--- src/rtl/core/srl_pkg.sv ---
// ----------------------------------------------------------------------------
// srl_pkg
// Shared types and constants of the sensor record log.
// ----------------------------------------------------------------------------
package srl_pkg;

    localparam int LOG_DEPTH = 1024;
    localparam int ADDR_W    = $clog2(LOG_DEPTH);
    localparam int CNT_W     = $clog2(LOG_DEPTH + 1);

    localparam int OP_W  = 2;
    localparam int ST_W  = 2;
    localparam int ID_W  = 16;
    localparam int TS_W  = 32;
    localparam int VAL_W = 32;
    localparam int AVG_W = 40;
    localparam int TOT_W = 11;

    // sum of up to LOG_DEPTH signed values, then scaled by 256 for Q8
    localparam int SUM_W  = VAL_W + ADDR_W;
    localparam int NUM_W  = SUM_W + 8;
    localparam int DCNT_W = $clog2(NUM_W + 1);

    localparam int IN_BITS  = OP_W + ID_W + TS_W + VAL_W;
    localparam int IN_W     = ((IN_BITS + 7) / 8) * 8;
    localparam int OUT_BITS = ST_W + ID_W + TS_W + 3 * VAL_W + AVG_W + TOT_W;
    localparam int OUT_W    = ((OUT_BITS + 7) / 8) * 8;

    localparam logic signed [VAL_W-1:0] INT_MAX = {1'b0, {(VAL_W - 1){1'b1}}};
    localparam logic signed [VAL_W-1:0] INT_MIN = {1'b1, {(VAL_W - 1){1'b0}}};

    typedef enum logic [OP_W-1:0] {
        OP_APPEND = 2'd0,
        OP_LOOKUP = 2'd1,
        OP_STATS  = 2'd2,
        OP_NONE   = 2'd3
    } op_t;

    typedef enum logic [ST_W-1:0] {
        ST_OK        = 2'd0,
        ST_NOT_FOUND = 2'd1,
        ST_FULL      = 2'd2,
        ST_EMPTY     = 2'd3
    } st_t;

    typedef enum logic [2:0] {
        S_IDLE,
        S_DISPATCH,
        S_SCAN,
        S_DIVIDE,
        S_FINISH
    } state_t;

    typedef struct packed {
        logic signed [VAL_W-1:0] rec_value;
        logic [TS_W-1:0]         rec_time;
        logic [ID_W-1:0]         rec_id;
    } rec_t;

    typedef struct packed {
        op_t                     op;
        logic [ID_W-1:0]         sensor_id;
        logic [TS_W-1:0]         time_stamp;
        logic signed [VAL_W-1:0] value;
    } in_t;

    typedef struct packed {
        st_t                     status;
        logic [ID_W-1:0]         found_sensor_id;
        logic [TS_W-1:0]         found_timestamp;
        logic signed [VAL_W-1:0] found_value;
        logic signed [VAL_W-1:0] minimum_value;
        logic signed [VAL_W-1:0] maximum_value;
        logic signed [AVG_W-1:0] average_q8;
        logic [TOT_W-1:0]        entry_total;
    } res_t;

    // controller -> datapath
    typedef struct packed {
        logic capture;
        logic append;
        logic scan_start;
        logic scan_step;
        logic div_start;
        logic div_step;
        logic st_we;
        st_t  st_code;
        logic load_out;
    } cmd_t;

    // datapath -> controller
    typedef struct packed {
        op_t  op;
        logic full;
        logic empty;
        logic hit;
        logic scan_end;
        logic div_done;
    } sts_t;

endpackage

--- src/rtl/core/srl_ctrl.sv ---
// ----------------------------------------------------------------------------
// srl_ctrl
// Operation sequencer: dispatch, scan, divide and result handoff.
// ----------------------------------------------------------------------------
module srl_ctrl (
    input  logic           clk,
    input  logic           rst_n,
    input  logic           in_valid,
    output logic           in_ready,
    output logic           out_valid,
    input  logic           out_ready,
    input  srl_pkg::sts_t  sts,
    output srl_pkg::cmd_t  cmd
);

    srl_pkg::state_t state_reg, state_next;
    logic            valid_reg, valid_next;
    logic            out_free;

    assign out_free  = !valid_reg || out_ready;
    assign out_valid = valid_reg;
    assign in_ready  = state_reg == srl_pkg::S_IDLE;

    always_ff @(posedge clk or negedge rst_n)
    begin
        if (!rst_n)
        begin
            state_reg <= srl_pkg::S_IDLE;
            valid_reg <= 1'b0;
        end
        else
        begin
            state_reg <= state_next;
            valid_reg <= valid_next;
        end
    end

    always_comb
    begin
        state_next  = state_reg;
        valid_next  = valid_reg && !out_ready;
        cmd         = '0;
        cmd.st_code = srl_pkg::ST_OK;

        case (state_reg)
            srl_pkg::S_IDLE:
            begin
                if (in_valid)
                begin
                    cmd.capture = 1'b1;
                    state_next  = srl_pkg::S_DISPATCH;
                end
            end
            srl_pkg::S_DISPATCH:
            begin
                cmd.st_we  = 1'b1;
                state_next = srl_pkg::S_FINISH;
                case (sts.op)
                    srl_pkg::OP_APPEND:
                    begin
                        if (sts.full)
                        begin
                            cmd.st_code = srl_pkg::ST_FULL;
                        end
                        else
                        begin
                            cmd.append = 1'b1;
                        end
                    end
                    srl_pkg::OP_LOOKUP:
                    begin
                        cmd.scan_start = 1'b1;
                        state_next     = srl_pkg::S_SCAN;
                    end
                    srl_pkg::OP_STATS:
                    begin
                        if (sts.empty)
                        begin
                            cmd.st_code = srl_pkg::ST_EMPTY;
                        end
                        else
                        begin
                            cmd.div_start = 1'b1;
                            state_next    = srl_pkg::S_DIVIDE;
                        end
                    end
                    default:
                    begin
                        cmd.st_code = srl_pkg::ST_OK;
                    end
                endcase
            end
            srl_pkg::S_SCAN:
            begin
                // read of the next record overlaps the compare of the last one
                cmd.scan_step = 1'b1;
                if (sts.hit)
                begin
                    cmd.st_we  = 1'b1;
                    state_next = srl_pkg::S_FINISH;
                end
                else if (sts.scan_end)
                begin
                    cmd.st_we   = 1'b1;
                    cmd.st_code = srl_pkg::ST_NOT_FOUND;
                    state_next  = srl_pkg::S_FINISH;
                end
            end
            srl_pkg::S_DIVIDE:
            begin
                if (sts.div_done)
                begin
                    state_next = srl_pkg::S_FINISH;
                end
                else
                begin
                    cmd.div_step = 1'b1;
                end
            end
            srl_pkg::S_FINISH:
            begin
                if (out_free)
                begin
                    cmd.load_out = 1'b1;
                    valid_next   = 1'b1;
                    state_next   = srl_pkg::S_IDLE;
                end
            end
            default:
            begin
                state_next = srl_pkg::S_IDLE;
            end
        endcase
    end

endmodule

--- config.mk ---
export PLATFORM = sky130hd
export DESIGN_NAME = srl_ctrl
export DESIGN_NICKNAME = d
export VERILOG_FILES = /design/src/rtl/core/srl_pkg.sv /design/src/rtl/core/srl_ctrl.sv
export SDC_FILE = /design/constraint.sdc
export NUM_CORES = 1
export LEC_CHECK = 0
export ABC_CLOCK_PERIOD_IN_PS = 1300
export BUFFER_PORTS_ARGS = -buffer_cell sky130_fd_sc_hd__buf_2
export CORE_MARGIN = 2
export CORE_UTILIZATION = 30
export CTS_CLUSTER_DIAMETER = 50
export CTS_CLUSTER_SIZE = 16
export DETAILED_ROUTE_END_ITERATION = 7
export PLACE_DENSITY_LB_ADDON = 0.08
export SLEW_MARGIN = 40
export SYNTH_ARGS = -nofsm -noshare
export SYNTH_HDL_FRONTEND = slang
export SYNTH_SLANG_ARGS = --single-unit
--- constraint.sdc ---
create_clock -name clk -period 1.3 [get_ports clk]
set_clock_uncertainty 0.15 [all_clocks]
set_input_delay 0.13 -clock clk [delete_from_list [all_inputs] [get_ports clk]]
set_output_delay 0.13 -clock clk [all_outputs]
set_load 0.01 [all_outputs]
# After elaboration in Yosys (flattened, before gate mapping)
# Cells that the tools add are included.
# Widths: inputs -> output; s select.
# word_totals
ff_bits	4
latch_bits	0
mem_bits_rw	0
rom_bits	0
input_bits	11
output_inout_bits	12
elab_cells	50
mem_count	0
# op_classes
addsub	0
mul	0
div	0
magnitude_cmp	0
eq_ne	10
n_shift	0
n_mux	31
n_bitwise	0
n_reduce_logical	7
# op_table
op	n
$mux 3	7
$mux 1	16
$pmux 3 s5	1
$pmux 3 s2	2
$mux 2	4
$eq 3x2->1 const B	2
$ne 2x2->1 const B	3
$pmux 2 s2	1
$reduce_and 4->1	1
$eq 3x1->1 const B	1
$eq 3x3->1 const B	1
$logic_not 3->1	1
$ne 3x3->1 const B	1
$eq 2x1->1 const B	1
$eq 2x2->1 const B	1
$logic_not 1->1	2
$logic_not 2->1	1
$logic_and 1x1->1	1
$logic_or 1x1->1	1

# Logic depth before layout (Yosys ltp)
# logic_depth
depth_word	4
ltp_mapped	5
ltp_nobuf	5

# Least setup slack after synthesis
# Ideal clock, no wire load.
# synth_path
kind	register to output
start	register state_reg[0]
end	output cmd[3] (netlist bit)
t_arrival_ns	1.216
required_time_ns	1.020
setup_slack_ns	-0.196
stages_incl_launch_ff	5
n_path_buf	1
cell_sequence	dfrtp_1 > buf_2 > nor3b_1 > o21ai_0 > nand2_1
# synth_rtl
item	line_no	source
start: declaration	srl_ctrl.sv:16	srl_pkg::state_t state_reg, state_next;
start signal: assignment	srl_ctrl.sv:28	state_reg <= srl_pkg::S_IDLE;
start signal: assignment	srl_ctrl.sv:33	state_reg <= state_next;
end: declaration	srl_ctrl.sv:13	output srl_pkg::cmd_t cmd

==> summary.txt <==
Routing
  – Via density: 4.80
  – Vias post-DR: 514
  – Final wirelength: 1170 µm
  – DRC Markers: 0
  – Drt first pass iters: 3
  – WL per Instance: 11.0 µm
  – ANT nets after route: 0
  – DRT iter0 DRCs: 5

Logic synthesis
  – Synth cell types: 25
  – Synth area leaders: dfrtp_1, ha_1, a21o_1, nand3b_1, inv_1
  – Yosys top cell area share: 23.7%
  – Number of synthesized flops with an enable pin: 0
  – Count leader, synth: inv_1
  – Synth area leader: dfrtp_1
  – Yosys reg bits: 4
  – Mapped cell area: 422 µm²
  – Syn avg cell area: 7.81 µm²
  – Async SR Flop Fraction: 100%
  – Warnings, synthesis: 0
  – Post-Synthesis Cells: 54
  – Top cells by count, synth: inv_1, dfrtp_1, ha_1, nand2_1, nor2_1
  – Synthesized Nets: 69
  – Part of the Yosys area used for sequential elements: 23.7%
  – Synth Flop Type: dfrtp_1

Final layout
  – Area Overhead vs Synth: 85.2%
  – NumNets Final: 109
  – Max reg flops: 3
  – Post-layout util: 60.0%
  – Final cell area excluding filler cells: 781 µm²
  – Final Non-Filler Cells: 107
  – Diode count: 0
  – Share of layout cells above drive strength 1: 55.4%

Min path
  – Hold WC Path Type: input port to asynchronous set/reset pin

Power
  – Leak: 0.410 nW
  – Peak VDD IR: 0.896 mV
  – Tot Pwr: 0.00132 W
  – Seq pwr share: 16.0%
  – Cell area power density: 1690 nW/µm²
  – Sw Share: 41.0%
  – Sw power: 0.000540 W
  – Clock share of power: 11.4%
  – Gate power share: 72.6%
  – Internal power: 0.000776 W

CTS
  – Worst-Skew Late Latency: 0.23 ns
  – Inserted Clock Buffers: 3
  – Clock-pin slew on the worst setup and hold paths: 0.04 ns
  – H-Tree Depth: 1
  – Clock buffer depth: 2
  – CTS sink count: 4
  – CTS tree: yes
  – Root Buffer: clkbuf_4

Global route
  – GRT Resource Usage Total: 13.8%
  – Global routing usage on met3: 3.04%
  – Met2 Use GR: 20.6%
  – First-pass GRT wire length: 1860 µm
  – Global route overflow: 0
  – GRT Max-Usage Layer: met2
  – Antenna violations before repair: 0
  – Largest net degree at the start of global routing: 12
  – Global routing usage on met1: 18.3%
  – Number of global-route vias before repair: 457

Setup path
  – Critical R2R Launch: state_reg[0]
  – Crit Path Class: flip-flop to output port
  – R2R setup slack: -0.13 ns
  – R2R cell count: 5
  – WP data arrival: 1.35 ns
  – WP data required: 1.02 ns
  – Critical Path Sink Type: output port
  – R2R Path End: state_reg[2]
  – Worst setup SP type: flip-flop
  – Critical Path Sink: cmd[8]
  – Crit Path Max Fanout: 6
  – Critical path origin: state_reg[1]

Placed design
  – Dpl hpwl: 833 µm
  – Placed cell areas: 616 µm²
  – RePlAce Congestion: 0.745
  – Placed cell count: 97
  – # port buffers: 22

Timing
  – Slew @ Worst Pin: 0.184 ns
  – Final setup margin: -0.333 ns
  – Headroom to the max-slew limit: 87.8%
  – Post-route clock period utilization: 126%
  – Fmax: 612 MHz
  – # setup viols final: 13
  – Post-route minimum period: 1.63 ns
  – Final Hold Fails: 0
  – Worst hold slack: 0.0879 ns
  – Max-slew violations: 0
  – RSZ-0062 raised after global routing: true

Run status
  – Status: finished with violations
  – Violated checks: negative setup slack

Floorplanning
  – Initial Util: 32.4%
  – Die area: 1720 µm²
  – Ports: 23
  – FP Rows: 13
  – Chip width: 41.5 µm
  – Core ar.: 1300 µm²
  – Die height: 41.5 µm

Flow run
  – Max-Cap Viols: 0
## layout make-up
type                    count  area (µm²)
fillers                   132         520
multi-input cells          42         364
repair buffers             38         256
flip-flops and latches      4         100
clock buffers               3        22.5
inverters                   5        18.8
well taps                  15        18.8
## placed cells by master (no fill, tap or decap)
master	instances
buf_2	21
buf_4	10
inv_1	5
buf_6	5
ha_1	4
dfrtp_1	4
nand2_1	3
nand3b_1	3
a21o_1	3
nor2_1	3
nand2b_1	3
clkbuf_4	3
nor3b_4	2
nor3_4	2
o21ai_1	2
a21oi_2	2
dlygate4sd3_1	2
or3b_4	1
o21ai_2	1
a32oi_1	1
nor2b_4	1
and3b_1	1
nor2_4	1
nand2_2	1
and2_1	1
o21ai_0	1
o31a_1	1
a31oi_1	1
nor3_1	1
a211o_1	1
o32ai_2	1
a21oi_1	1
## power groups by stage
stage	combinational [W]	sequential [W]	clock, W
2_1_floorplan	0.000396	0.000227	0
3_3_place_gp	0.000640	0.000205	0
3_5_place_dp	0.000638	0.000205	0
4_1_cts	0.000885	0.000209	0.000157
5_1_grt	0.00104	0.000217	0.000162
6_report	0.000955	0.000211	0.000150
## per-stage QoR
step / worst slack (ns) / setup TNS, ns
after floorplan: -0.108 / -0.524
after global placement: -0.167 / -0.914
after detailed placement: -0.183 / -0.882
after CTS: -0.342 / -2.71
after global routing: -0.369 / -3.42
final: -0.333 / -2.56
## critical path: stages (launching register included)
cell,delay [ns]
dfrtp_1,0.36
or3b_4,0.45
nor3b_4,0.17
buf_2,0.14
## worst min-delay path by stage
stage,from,end,slack (ns),depth (start not counted)
floorplan,rst_n,out_valid,-0.32,0
global placement,rst_n,state_reg[0],-0.21,1
detailed placement,rst_n,state_reg[0],-0.21,1
CTS,rst_n,state_reg[0],0.08,2
global route,rst_n,state_reg[0],0.10,2
finish,rst_n,state_reg[0],0.09,2
## logic make-up (layout without fill, tap and decap cells)
logic type	count (synthesis)	in the layout	share of synthesized area [%]
buffers and inverters	8	46	8.61
adder cells (fa/ha/maj)	4	4	11.9
flip-flops	4	4	23.7
AO/OA/AOI/OAI	15	15	23.4
AND/OR/NAND/NOR	23	23	32.3
## per-layer routing
metal,routed length [µm],vias to the layer above
met5,0,-
met4,0,0
met3,52,0
met2,594,14
met1,527,231
li1,-,269
## timing repair
item / 4_1_cts / 5_1_grt
setup buffers: 5 / 1
resized for setup: 14 / 7
hold endpoints to repair: 6 / 0
hold buffers: 2 / 0
pin swaps: 14 / 4
setup endpoints to repair: 12 / 15
No activity file was read; power rests on OpenSTA's default activity.
